===== src/rtl/tcptx_pkg.sv =====
// ----------------------------------------------------------------------------
// tcptx_pkg
// Shared types, constants and ring arithmetic for the transmit window tracker.
// ----------------------------------------------------------------------------
package tcptx_pkg;

   localparam int WINDOW_SIZE  = 4096;
   localparam int SOCKET_COUNT = 16;

   localparam int KIND_W   = 3;
   localparam int SOCK_W   = 4;
   localparam int CNT_W    = 13;
   localparam int OFF_W    = 12;
   localparam int OCC_W    = CNT_W + 1;
   localparam int REQ_DW   = 24;
   localparam int RSP_DW   = 104;

   typedef enum logic [KIND_W-1:0] {
      KIND_QUERY  = 3'd0,
      KIND_APPEND = 3'd1,
      KIND_SENT   = 3'd2,
      KIND_ACKED  = 3'd3,
      KIND_REWIND = 3'd4
   } kind_type;

   // per-socket ring state, one memory word
   typedef struct packed {
      logic [OFF_W-1:0] free_off;
      logic [OFF_W-1:0] send_off;
      logic [OFF_W-1:0] unacked_off;
      logic [CNT_W-1:0] send_cnt;
      logic [CNT_W-1:0] unacked_cnt;
   } entry_type;

   typedef struct packed {
      logic             overrun;
      logic [CNT_W-1:0] free_total;
      logic [CNT_W-1:0] free_linear;
      logic [CNT_W-1:0] send_total;
      logic [CNT_W-1:0] send_linear;
      logic [CNT_W-1:0] unacked_total;
      logic [OFF_W-1:0] free_at;
      logic [OFF_W-1:0] send_at;
      logic [OFF_W-1:0] unacked_at;
   } result_type;

   // advance a ring offset, wrapping once at the window end
   function automatic logic [OFF_W-1:0] ring_advance(input logic [OFF_W-1:0] at,
                                                     input logic [CNT_W-1:0] len);
      logic [OCC_W-1:0] sum;
      sum = OCC_W'(at) + OCC_W'(len);
      if (sum < OCC_W'(WINDOW_SIZE)) begin
         return OFF_W'(sum);
      end
      return OFF_W'(sum - OCC_W'(WINDOW_SIZE));
   endfunction

endpackage


===== src/rtl/tcptx_state_mem.sv =====
// ----------------------------------------------------------------------------
// tcptx_state_mem
// Per-socket state memory, registered read, valid bit per entry.
// ----------------------------------------------------------------------------
module tcptx_state_mem #(
   parameter int DEPTH = tcptx_pkg::SOCKET_COUNT,
   parameter int IDX_W = (DEPTH > 1) ? $clog2(DEPTH) : 1
) (
   input  logic                  clock,
   input  logic                  reset,
   input  logic                  rd_en,
   input  logic [IDX_W-1:0]      rd_addr,
   output tcptx_pkg::entry_type  rd_data,
   input  logic                  wr_en,
   input  logic [IDX_W-1:0]      wr_addr,
   input  tcptx_pkg::entry_type  wr_data
);

   tcptx_pkg::entry_type mem [DEPTH];
   logic [DEPTH-1:0]     vld_ff;
   tcptx_pkg::entry_type rd_data_ff;
   logic                 rd_vld_ff;

   always_ff @(posedge clock) begin
      if (wr_en) begin
         mem[wr_addr] <= wr_data;
      end
      if (rd_en) begin
         rd_data_ff <= mem[rd_addr];
      end
   end

   // entries never written read as the reset value (all zero)
   always_ff @(posedge clock) begin
      if (reset) begin
         vld_ff    <= '0;
         rd_vld_ff <= 1'b0;
      end else begin
         if (wr_en) begin
            vld_ff[wr_addr] <= 1'b1;
         end
         if (rd_en) begin
            rd_vld_ff <= vld_ff[rd_addr];
         end
      end
   end

   assign rd_data = rd_vld_ff ? rd_data_ff : '0;

endmodule


===== src/rtl/tcptx_update.sv =====
// ----------------------------------------------------------------------------
// tcptx_update
// Applies one request to a socket entry and forms the reported lengths.
// ----------------------------------------------------------------------------
module tcptx_update (
   input  logic [tcptx_pkg::KIND_W-1:0] kind,
   input  logic [tcptx_pkg::CNT_W-1:0]  length,
   input  logic                         in_range,
   input  tcptx_pkg::entry_type         cur,
   output tcptx_pkg::entry_type         nxt,
   output logic                         wr_en,
   output tcptx_pkg::result_type        res
);

   localparam int CNT_W = tcptx_pkg::CNT_W;
   localparam int OCC_W = tcptx_pkg::OCC_W;
   localparam logic [OCC_W-1:0] WIN = OCC_W'(tcptx_pkg::WINDOW_SIZE);

   logic [OCC_W-1:0] occ_cur;
   logic [CNT_W-1:0] free_cur;
   logic [OCC_W-1:0] occ_nxt;
   logic [CNT_W-1:0] free_nxt;
   logic [CNT_W-1:0] free_lin;
   logic [CNT_W-1:0] send_lin;
   logic             over;

   assign occ_cur  = OCC_W'(cur.send_cnt) + OCC_W'(cur.unacked_cnt);
   assign free_cur = (occ_cur <= WIN) ? CNT_W'(WIN - occ_cur) : '0;

   always_comb begin
      nxt  = cur;
      over = 1'b0;
      case (kind)
         tcptx_pkg::KIND_APPEND: begin
            if (length > free_cur) begin
               over = 1'b1;
            end else begin
               nxt.free_off = tcptx_pkg::ring_advance(cur.free_off, length);
               nxt.send_cnt = cur.send_cnt + length;
            end
         end
         tcptx_pkg::KIND_SENT: begin
            if (length > cur.send_cnt) begin
               over = 1'b1;
            end else begin
               nxt.send_off    = tcptx_pkg::ring_advance(cur.send_off, length);
               nxt.send_cnt    = cur.send_cnt - length;
               nxt.unacked_cnt = cur.unacked_cnt + length;
            end
         end
         tcptx_pkg::KIND_ACKED: begin
            if (length > cur.unacked_cnt) begin
               over = 1'b1;
            end else begin
               nxt.unacked_off = tcptx_pkg::ring_advance(cur.unacked_off, length);
               nxt.unacked_cnt = cur.unacked_cnt - length;
            end
         end
         tcptx_pkg::KIND_REWIND: begin
            if (occ_cur > WIN) begin
               over = 1'b1;
            end else begin
               nxt.send_off    = cur.unacked_off;
               nxt.send_cnt    = CNT_W'(occ_cur);
               nxt.unacked_cnt = '0;
            end
         end
         default: begin
            // query and unused kinds
         end
      endcase
   end

   assign occ_nxt  = OCC_W'(nxt.send_cnt) + OCC_W'(nxt.unacked_cnt);
   assign free_nxt = (occ_nxt <= WIN) ? CNT_W'(WIN - occ_nxt) : '0;

   always_comb begin
      free_lin = '0;
      if (free_nxt != '0) begin
         if (nxt.unacked_off > nxt.free_off) begin
            free_lin = free_nxt;
         end else if (OCC_W'(nxt.free_off) < WIN) begin
            free_lin = CNT_W'(WIN - OCC_W'(nxt.free_off));
         end
      end
      send_lin = '0;
      if (nxt.send_cnt != '0) begin
         if (nxt.free_off > nxt.send_off) begin
            send_lin = nxt.send_cnt;
         end else if (nxt.send_cnt >= CNT_W'(nxt.free_off)) begin
            send_lin = nxt.send_cnt - CNT_W'(nxt.free_off);
         end
      end
   end

   assign wr_en = in_range;

   always_comb begin
      if (in_range) begin
         res.overrun       = over;
         res.free_total    = free_nxt;
         res.free_linear   = free_lin;
         res.send_total    = nxt.send_cnt;
         res.send_linear   = send_lin;
         res.unacked_total = nxt.unacked_cnt;
         res.free_at       = nxt.free_off;
         res.send_at       = nxt.send_off;
         res.unacked_at    = nxt.unacked_off;
      end else begin
         res         = '0;
         res.overrun = 1'b1;
      end
   end

endmodule


===== src/rtl/tcp_tx_ring_window_tracker.sv =====
// ----------------------------------------------------------------------------
// tcp_tx_ring_window_tracker
// Per-socket transmit ring pointers and byte counts, one request per unstalled cycle.
// ----------------------------------------------------------------------------
// Usage:
//   req_* carries one request: an operation (req_tuser) on one socket with a
//   byte length. Every request yields exactly one response on rsp_* holding
//   the overrun flag (rsp_tuser), the socket's lengths and its three offsets,
//   all taken after the operation.
//   An accepted request passes the update stage and the output register to rsp_*.
//   Throughput: one request per cycle while rsp_tready is high, including
//   back-to-back requests to the same socket; the state memory is read at
//   accept and written by the update stage, forwarding the last written entry.
//   A refused operation (overrun) leaves the socket state untouched; a socket
//   index at or above SOCKET_COUNT reports overrun with all other fields zero.
//   Reset clears all per-socket state at once through per-entry valid bits;
//   requests are taken in the first cycle after reset.
//   When rsp_tready is low the response holds in the output register, one
//   more request can sit in the update stage, and req_tready then drops.
// ----------------------------------------------------------------------------
module tcp_tx_ring_window_tracker #(
   parameter int SOCKET_COUNT = tcptx_pkg::SOCKET_COUNT
) (
   input  logic                          clock,
   input  logic                          reset,
   input  logic                          req_tvalid,
   output logic                          req_tready,
   // [3:0] socket, [16:4] length, [23:17] zero
   input  logic [tcptx_pkg::REQ_DW-1:0]  req_tdata,
   // [2:0] kind
   input  logic [tcptx_pkg::KIND_W-1:0]  req_tuser,
   output logic                          rsp_tvalid,
   input  logic                          rsp_tready,
   // [12:0] free_total, [25:13] free_linear, [38:26] send_total,
   // [51:39] send_linear, [64:52] unacked_total, [76:65] free_at,
   // [88:77] send_at, [100:89] unacked_at, [103:101] zero
   output logic [tcptx_pkg::RSP_DW-1:0]  rsp_tdata,
   // [0] overrun
   output logic                          rsp_tuser
);

   localparam int IDX_W  = (SOCKET_COUNT > 1) ? $clog2(SOCKET_COUNT) : 1;
   localparam int SOCK_W = tcptx_pkg::SOCK_W;
   localparam int CNT_W  = tcptx_pkg::CNT_W;

   // request fields
   logic [SOCK_W-1:0] req_socket;
   logic [CNT_W-1:0]  req_length;
   logic              req_in_range;
   logic [IDX_W-1:0]  req_idx;
   logic              req_fire;

   assign req_socket   = req_tdata[SOCK_W-1:0];
   assign req_length   = req_tdata[SOCK_W +: CNT_W];
   assign req_in_range = int'(req_socket) < SOCKET_COUNT;
   assign req_idx      = IDX_W'(req_socket);

   // update stage
   logic                        s1_vld_ff;
   logic [IDX_W-1:0]            s1_idx_ff;
   logic [tcptx_pkg::KIND_W-1:0] s1_kind_ff;
   logic [CNT_W-1:0]            s1_len_ff;
   logic                        s1_in_range_ff;
   logic                        s1_adv;

   // forwarding of the most recent write
   logic                        fwd_vld_ff;
   logic [IDX_W-1:0]            fwd_idx_ff;
   tcptx_pkg::entry_type        fwd_ff;

   // output register
   logic                        out_vld_ff;
   tcptx_pkg::result_type       out_ff;

   tcptx_pkg::entry_type        mem_rd;
   tcptx_pkg::entry_type        cur;
   tcptx_pkg::entry_type        nxt;
   tcptx_pkg::result_type       res;
   logic                        upd_wr;
   logic                        mem_wr;

   assign s1_adv     = s1_vld_ff && (!out_vld_ff || rsp_tready);
   assign req_tready = !s1_vld_ff || s1_adv;
   assign req_fire   = req_tvalid && req_tready;
   assign mem_wr     = s1_adv && upd_wr;

   tcptx_state_mem #(
      .DEPTH (SOCKET_COUNT),
      .IDX_W (IDX_W)
   ) u_mem (
      .clock   (clock),
      .reset   (reset),
      .rd_en   (req_fire),
      .rd_addr (req_idx),
      .rd_data (mem_rd),
      .wr_en   (mem_wr),
      .wr_addr (s1_idx_ff),
      .wr_data (nxt)
   );

   // a write landing on the edge of this entry's read is taken from the bypass
   assign cur = (fwd_vld_ff && fwd_idx_ff == s1_idx_ff) ? fwd_ff : mem_rd;

   tcptx_update u_upd (
      .kind     (s1_kind_ff),
      .length   (s1_len_ff),
      .in_range (s1_in_range_ff),
      .cur      (cur),
      .nxt      (nxt),
      .wr_en    (upd_wr),
      .res      (res)
   );

   // control state
   always_ff @(posedge clock) begin
      if (reset) begin
         s1_vld_ff  <= 1'b0;
         out_vld_ff <= 1'b0;
         fwd_vld_ff <= 1'b0;
      end else begin
         if (req_fire) begin
            s1_vld_ff <= 1'b1;
         end else if (s1_adv) begin
            s1_vld_ff <= 1'b0;
         end
         if (s1_adv) begin
            out_vld_ff <= 1'b1;
         end else if (rsp_tready) begin
            out_vld_ff <= 1'b0;
         end
         if (mem_wr) begin
            fwd_vld_ff <= 1'b1;
         end
      end
   end

   // payload
   always_ff @(posedge clock) begin
      if (req_fire) begin
         s1_idx_ff      <= req_idx;
         s1_kind_ff     <= req_tuser;
         s1_len_ff      <= req_length;
         s1_in_range_ff <= req_in_range;
      end
      if (mem_wr) begin
         fwd_idx_ff <= s1_idx_ff;
         fwd_ff     <= nxt;
      end
      if (s1_adv) begin
         out_ff <= res;
      end
   end

   assign rsp_tvalid = out_vld_ff;
   assign rsp_tuser  = out_ff.overrun;
   assign rsp_tdata  = {3'b000,
                        out_ff.unacked_at, out_ff.send_at, out_ff.free_at,
                        out_ff.unacked_total, out_ff.send_linear, out_ff.send_total,
                        out_ff.free_linear, out_ff.free_total};

endmodule


===== config.mk =====
export PLATFORM = sky130hd
export DESIGN_NAME = tcp_tx_ring_window_tracker
export DESIGN_NICKNAME = d
export VERILOG_FILES = /design/src/rtl/tcptx_pkg.sv /design/src/rtl/tcptx_state_mem.sv /design/src/rtl/tcptx_update.sv /design/src/rtl/tcp_tx_ring_window_tracker.sv
export SDC_FILE = /design/constraint.sdc
export NUM_CORES = 1
export LEC_CHECK = 0
export ABC_AREA = 0
export BUFFER_PORTS_ARGS = -buffer_cell sky130_fd_sc_hd__buf_2
export CAP_MARGIN = 15
export CORE_UTILIZATION = 41
export CTS_CLUSTER_DIAMETER = 50
export DETAILED_ROUTE_END_ITERATION = 7
export GPL_TIMING_DRIVEN = 0
export PLACE_DENSITY = 0.65
export SYNTH_ARGS = -nofsm -noshare
export SYNTH_HDL_FRONTEND = slang
export SYNTH_SLANG_ARGS = --single-unit

===== constraint.sdc =====
create_clock -name clock -period 15.3 [get_ports clock]
set_input_delay 3.06 -clock clock [delete_from_list [all_inputs] [get_ports clock]]
set_output_delay 3.06 -clock clock [all_outputs]
set_load 0.005 [all_outputs]

==> impl_results.md, run 1 <==
* Global-route wire length before repair at 232 mm
* Layout area overhead at 17.6%
* Setup-failing EPs final at 0
* Synthesized netlist cell count at 3178
* Clock insertion delay at the later pin of the skew report at 0.78 ns
* Dpl ws at -0.591 ns
* Commonest cells after routing, fill and taps aside: sky130_fd_sc_hd__edfxtp_1 (1180), sky130_fd_sc_hd__mux4_2 (315), sky130_fd_sc_hd__nand2_1 (175)
* Min Tclk post-route at 14.77 ns
* Die width at 364 µm
* Largest fanout of any net on the critical path at 20
* Die Y at 364 µm
* Inserted Clock Buffers at 137
* Share of flip-flops with an asynchronous set or reset after synthesis at 0%
* Total global routing overflow at 0
* Nature of the critical path endpoint: flop
* Slew margin rel. at 15.3%
* Clock Pin Slew Worst Setup and Hold Paths at 0.06 ns
* Share of synthesized cell area in and, or, nand and nor gates at 5.77%
* Leakage power total at 0.0223 µW
* Netlist area before placement at 53700 µm²
* Overall global routing resource usage at 24.9%
* Result of the run: complete, no violations
* Netlist cell types at 96
* Area of the die at 132000 µm²
* Vias per std cell at 5.98
* Number of hold violations in the final report at 0
* Number of iterations in the first detailed-routing pass at 5
* Worst Setup Slack, final at 0.533 ns
* Compound-gate portion of the synthesized area at 6.54%
* Number of clock sinks at 1200
* Remaining routing DRC violations at 0
* Antenna-violating nets left at 0
* Worst IR Drop VDD at 0.000103 V
* Minimum setup slack among reg-to-reg paths at 0.53 ns
* Core Box Area at 130000 µm²
* Class of the tightest hold or removal check: flop to flop
* Starting density of the core at 41.4%
* Final Skew at 0.0483 ns
* Worst Tran Pin Value at 1.27 ns
* XOR/XNOR Fraction of Synth Area at 1.39%
* Initial DRC Count at 3904
* Cell at the root of the clock tree: sky130_fd_sc_hd__clkbuf_16
* Total number of nets in the final design at 3774
* Largest net degree at the start of global routing at 48
* Total number of placement rows at 132
* Final critical-path share of the clock period at 96.5%
* Combinational family with the most area after synthesis: multiplexers
* Most used flip-flop cell after synthesis: sky130_fd_sc_hd__edfxtp_1
* IO Port Bufs at 126
* Adder-cell area share of the yosys netlist at 4.15%
* Seq/Total Area, Yosys at 66.7%
* I/O pin total at 138
* Layout cells sized above 1 at 24.4%
* Worst Path Required at 15.85 ns
* Most common library cell in the layout ignoring fill and taps: sky130_fd_sc_hd__edfxtp_1
* CP startpoint kind: flop
* Slowest stage cell on the critical path: sky130_fd_sc_hd__nand2_1
* Setup CP Type: flop to flop
* Multiplexer area fraction after synthesis at 13.6%
* Data arrival time of the worst path at 15.31 ns
* H-tree lvl count at 4
* Delay of the slowest critical-path stage at 0.97 ns
* Setup TNS at 0 ns
* Antenna diode count at 0
* Vias in the first global route at 31390
* Total number of vias at 32448
* Maximum clock path buffer count at 3
* Number of synthesized flops with an enable pin at 1180
* Number of buffers inserted for hold repair after clock tree synthesis at 0
* Slew Viols, Final at 0
* RePlAce Congestion at 0.933
* Clock tree from TritonCTS: yes
* Achievable frequency at 67.7 MHz
* Setup repair after global routing missed its margin: false
* Antenna violations before repair at 11
* Power per cell area at 121 nW/µm²
* Max Cap Viol at 0
* Flip-flop and latch count after synthesis at 1200
* Final wirelength at 165 mm
* Post-synthesis average cell area at 16.9 µm²
* Post-detail-place hpwl at 115 mm
* WL/cell at 30.3 µm
* Number of warnings printed during yosys synthesis at 0
flip-flops by register name, indices dropped and copies added (netlist names):
register / flops
fwd_idx_ff: 4
fwd_vld_ff: 1
rsp_tdata: 101
rsp_tuser: 1
rsp_tvalid: 1
s1_idx_ff: 4
s1_kind_ff: 3
s1_len_ff: 13
s1_vld_ff: 1
u_mem.mem: 992
u_mem.rd_data_ff: 62
u_mem.rd_vld_ff: 1
u_mem.vld_ff: 16
synth_stat cells, types with 40 or more instances:
cell type,count,share of area [%]
sky130_fd_sc_hd__edfxtp_1,1180,66
sky130_fd_sc_hd__mux4_2,315,13
sky130_fd_sc_hd__nand2_1,175,1.2
sky130_fd_sc_hd__ha_1,162,3.8
sky130_fd_sc_hd__nor2_1,161,1.1
sky130_fd_sc_hd__a21oi_1,116,1.1
sky130_fd_sc_hd__inv_1,110,0.77
sky130_fd_sc_hd__clkbuf_1,97,0.68
sky130_fd_sc_hd__nand3_1,73,0.68
sky130_fd_sc_hd__o21ai_0,72,0.67
sky130_fd_sc_hd__xnor2_1,47,0.77
sky130_fd_sc_hd__a21o_1,46,0.64
sky130_fd_sc_hd__nor3_1,40,0.37
cells by family after synthesis:
kind of cell	Yosys count
XOR/XNOR	83
buffers and inverters	252
adder cells (fa/ha/maj)	172
other	1
AO/OA/AOI/OAI	502
multiplexers	337
AND/OR/NAND/NOR	631
flip-flops	1200
critical path: cells and delay by family (launching register included):
kind | cells | cell delay (ns)
xor gates and xnor gates | 3 | 0.79
DFF | 1 | 0.35
AOI/OAI and AO/OA | 9 | 3.45
buffers and inverters | 13 | 4.44
adders and majority gates | 4 | 1.68
and+or+nand+nor | 13 | 3.77
report_power, final:
group | total [µW] | switching [µW] | internal [µW]
logic | 720 | 449 | 271
clock network | 3230 | 1380 | 1850
registers | 3720 | 40.6 | 3680
cell type report:
class | count | area (µm²)
Clock inverter | 92 | 958
Sequential cell | 1200 | 35800
Clock buffer | 162 | 3540
Multi-Input combinational cell | 1728 | 17200
Fill cell | 10764 | 66600
Timing Repair Buffer | 252 | 2520
Inverter | 110 | 413
Buffer | 142 | 581
Tap cell | 1742 | 2180
worst paths after layout:
path                start             to  depth (start not counted)
max          s1_idx_ff[0]  rsp_tdata[18]                         42
min          s1_idx_ff[1]  fwd_idx_ff[1]                          0
max reg2reg  s1_idx_ff[0]  rsp_tdata[18]                         42
min reg2reg  s1_idx_ff[1]  fwd_idx_ff[1]                          0
stage by stage:
| step | instance area, µm² | total power (µW) | utilization [%] | hold WS, ns | std cells |
|---|---|---|---|---|---|
| 6_report | 63200 | 7670 | 48.7 | 0.451 | 5428 |
| 5_1_grt | 63200 | 7900 | 48.7 | 0.463 | 5428 |
| 4_1_cts | 63000 | 7710 | 48.5 | 0.444 | 5418 |
| 3_5_place_dp | 58500 | 4500 | 45.1 | 0.430 | 5164 |
| 3_3_place_gp | 56500 | 4480 | 43.6 | 0.429 | 5048 |
| 2_1_floorplan | 53700 | 4210 | - | 0.424 | 3180 |
routing by layer:
layer	part of all wire, %	vias to the layer above	global-route usage [%]	routed length, µm
met5	0.0049	-	0	8
met4	3.8	2	9.11	6270
met3	9.4	274	4.89	15500
met2	47	1728	39.2	76800
met1	40	16778	34.5	65900
li1	-	13666	-	-
timing repair:
| action | in CTS | in global routing |
|---|---|---|
| endpoints found under the setup margin | 35 | 35 |
| buffers inserted | 0 | 0 |
| resized for setup | 7 | 9 |
| cloned | 0 | 0 |
Note: power is estimated with default switching activity, not from simulation.
==> run 2, diff against run 1 <==
--- a/config.mk
+++ b/config.mk
@@ -15,4 +15,5 @@
 export PLACE_DENSITY = 0.65
 export SYNTH_ARGS = -nofsm -noshare
 export SYNTH_HDL_FRONTEND = slang
+export SYNTH_HIERARCHICAL = 1
 export SYNTH_SLANG_ARGS = --single-unit
==> impl_results.md, run 2 <==
* Result of the run: complete, no violations
* Overall global routing resource usage at 23.2%
* Final critical-path share of the clock period at 92.7%
* Cell at the root of the clock tree: sky130_fd_sc_hd__clkbuf_16
* Leading post-synthesis cells by cell area: sky130_fd_sc_hd__edfxtp_1 (66%), sky130_fd_sc_hd__mux4_2 (12%), sky130_fd_sc_hd__ha_1 (3.6%), sky130_fd_sc_hd__nor2_1 (1.2%), sky130_fd_sc_hd__and2_1 (1.2%)
* Number of clock sinks at 1262
* Largest fanout of any net on the critical path at 20
* Worst Hold Slack at 0.465 ns
* Max Cap Viol at 0
* RePlAce Congestion at 0.959
* # resized after CTS at 0
* Delay of the slowest critical-path stage at 0.82 ns
* Antenna-violating nets left at 0
* Final core area utilization at 48.3%
* Seq/Total Area, Yosys at 66.9%
* Clock insertion delay at the later pin of the skew report at 0.80 ns
* Slew Viols, Final at 0
* H-tree lvl count at 4
* IO Port Bufs at 127
* Die width at 373 µm
* Data arrival time of the worst path at 14.62 ns
* Flip-flop and latch count after synthesis at 1262
* Global-route wire length before repair at 230 mm
* Min Tclk post-route at 14.19 ns
* Slew margin rel. at 13.2%
* Synthesized netlist cell count at 3248
* Slowest stage cell on the critical path: sky130_fd_sc_hd__clkbuf_1
* Final wirelength at 162 mm
* Core Box Area at 136000 µm²
* Setup CP Type: flop to flop
* Number of iterations in the first detailed-routing pass at 7
* Leading cell type by number of instances after synthesis: sky130_fd_sc_hd__edfxtp_1
* Area of the die at 139000 µm²
* Largest reg by FF count: u_mem/mem
* Most common library cell in the layout ignoring fill and taps: sky130_fd_sc_hd__edfxtp_1
* Clock tree from TritonCTS: yes
* Post-detail-place hpwl at 113 mm
* Maximum clock path buffer count at 3
* Netlist area before placement at 56300 µm²
* Die Y at 373 µm
* Starting density of the core at 41.5%
* Class of the tightest hold or removal check: flop to flop
* Total global routing overflow at 0
* Total number of nets in the final design at 3845
* Clock Pin Slew Worst Setup and Hold Paths at 0.06 ns
* Largest net degree at the start of global routing at 60
* Share of the synthesized area in the top cell type at 66.2%
* Share of flip-flops with an asynchronous set or reset after synthesis at 0%
* Total number of placement rows at 135
* Cell total after placement at 5279
* Sw Pwr at 2070 µW
* Design internal power at 6140 µW
* Sequential share of power at 47.9%
* WL/cell at 29.2 µm
* Vias in the first global route at 31963
* Leakage power total at 0.0229 µW
* Worst IR Drop VDD at 0.0000828 V
* Largest register FFs at 992
* Setup bufs post-CTS at 0
* Total number of vias at 32641
* Netlist cell types at 99
* Library cell appearing most often on the critical path: sky130_fd_sc_hd__buf_6
* Layout area overhead at 16.4%
* Share of power burned in the clock network at 40.3%
* Final Skew at 0.0641 ns
* Worst Tran Pin Value at 1.30 ns
* Final cell count without fillers at 5530
* Biggest area consumer among synthesized cells: sky130_fd_sc_hd__edfxtp_1
* Top cell types by occurrence after synthesis: sky130_fd_sc_hd__edfxtp_1 (1242), sky130_fd_sc_hd__mux4_2 (312), sky130_fd_sc_hd__nor2_1 (179), sky130_fd_sc_hd__ha_1 (161), sky130_fd_sc_hd__a21oi_1 (121)
* Number of warnings printed during yosys synthesis at 6
* Combinational Power Share at 11.8%
* Antenna violations before repair at 6
* Power per cell area at 125 nW/µm²
* Post-synthesis average cell area at 17.3 µm²
* CP startpoint kind: flop
* Worst Path Required at 15.73 ns
* Layout cells sized above 1 at 25.3%
* Initial DRC Count at 3644
* Setup TNS at 0 ns
* Commonest cells after routing, fill and taps aside: sky130_fd_sc_hd__edfxtp_1 (1242), sky130_fd_sc_hd__mux4_2 (312), sky130_fd_sc_hd__nor2_1 (167)
* Number of synthesized flops with an enable pin at 1242
* Setup-failing EPs final at 0
* Vias per std cell at 5.90
* Remaining routing DRC violations at 0
* Nature of the critical path endpoint: flop
* Achievable frequency at 70.5 MHz
* Setup repair after global routing missed its margin: false
* Number of hold violations in the final report at 0
* Inserted Clock Buffers at 139
* I/O pin total at 138
* Switching fraction of total power at 25.2%
* Most used flip-flop cell after synthesis: sky130_fd_sc_hd__edfxtp_1
* Number of buffers inserted for hold repair after clock tree synthesis at 0
-- run 2: worst max-delay path: cells and delay by family (launching register included) --
kind	cells	cell delay, ns
simple gates	11	4.20
compound gates	15	4.10
buf+inv	7	2.57
fa+ha+maj	3	1.10
xor+xnor	2	0.75
flops	1	0.54
mux	1	0.47
-- run 2: logic make-up after synthesis --
kind of cell / Yosys count / synth area share, %
buffers and inverters: 237 / 2.03
and+or+nand+nor: 612 / 5.54
other: 2 / 0.0133
DFF: 1262 / 66.9
xor gates and xnor gates: 86 / 1.35
adders and majority gates: 171 / 3.93
muxes: 400 / 14.3
AOI/OAI and AO/OA: 478 / 5.94
-- run 2: routing by layer --
layer  share of wire [%]  track usage (%)  vias up  wire length, µm
met5               0.022                0        -               35
met1                  41             31.8    16945            66700
met3                  10             6.45      236            16400
met2                  46             36.0     1584            74300
li1                    -                -    13870                -
met4                 2.6             6.85        6             4210
-- run 2: layout make-up --
class / count / area, µm²
antenna: 1 / 2.50
fill: 11267 / 70300
clock inverter: 77 / 860
tap: 1781 / 2230
sequential: 1262 / 37700
clock buffer: 169 / 3670
timing repair buffer: 244 / 2260
multi-input combinational: 1759 / 17700
inverter: 99 / 372
buffer: 138 / 771
-- run 2: power by group through the flow --
stage / clock network (µW) / registers [µW] / logic [µW]
after global placement: 0 / 4010 / 919
after CTS: 3360 / 3930 / 955
after floorplan: 0 / 3990 / 607
final: 3310 / 3930 / 970
after global routing: 3490 / 3940 / 1040
after detailed placement: 0 / 4000 / 949
-- run 2: path summary, 6_finish.rpt --
path	startpoint	end	slack [ns]	cells past startpoint
setup / recovery	s1_idx_ff[1]	rsp_tdata[49]	1.11	39
hold / removal	u_mem/vld_ff[14]	u_mem/vld_ff[14]	0.47	2
setup reg to reg	s1_idx_ff[1]	rsp_tdata[49]	1.11	39
hold reg to reg	u_mem/vld_ff[14]	u_mem/vld_ff[14]	0.47	2
-- run 2: stage by stage --
stage / power [µW] / instance area, µm² / setup slack [ns]
2_1_floorplan: 4600 / 56400 / 4.86
3_3_place_gp: 4930 / 59200 / -2.76
3_5_place_dp: 4950 / 61000 / 1.44
4_1_cts: 8250 / 65500 / 1.34
5_1_grt: 8470 / 65500 / 0.658
6_report: 8210 / 65500 / 1.11
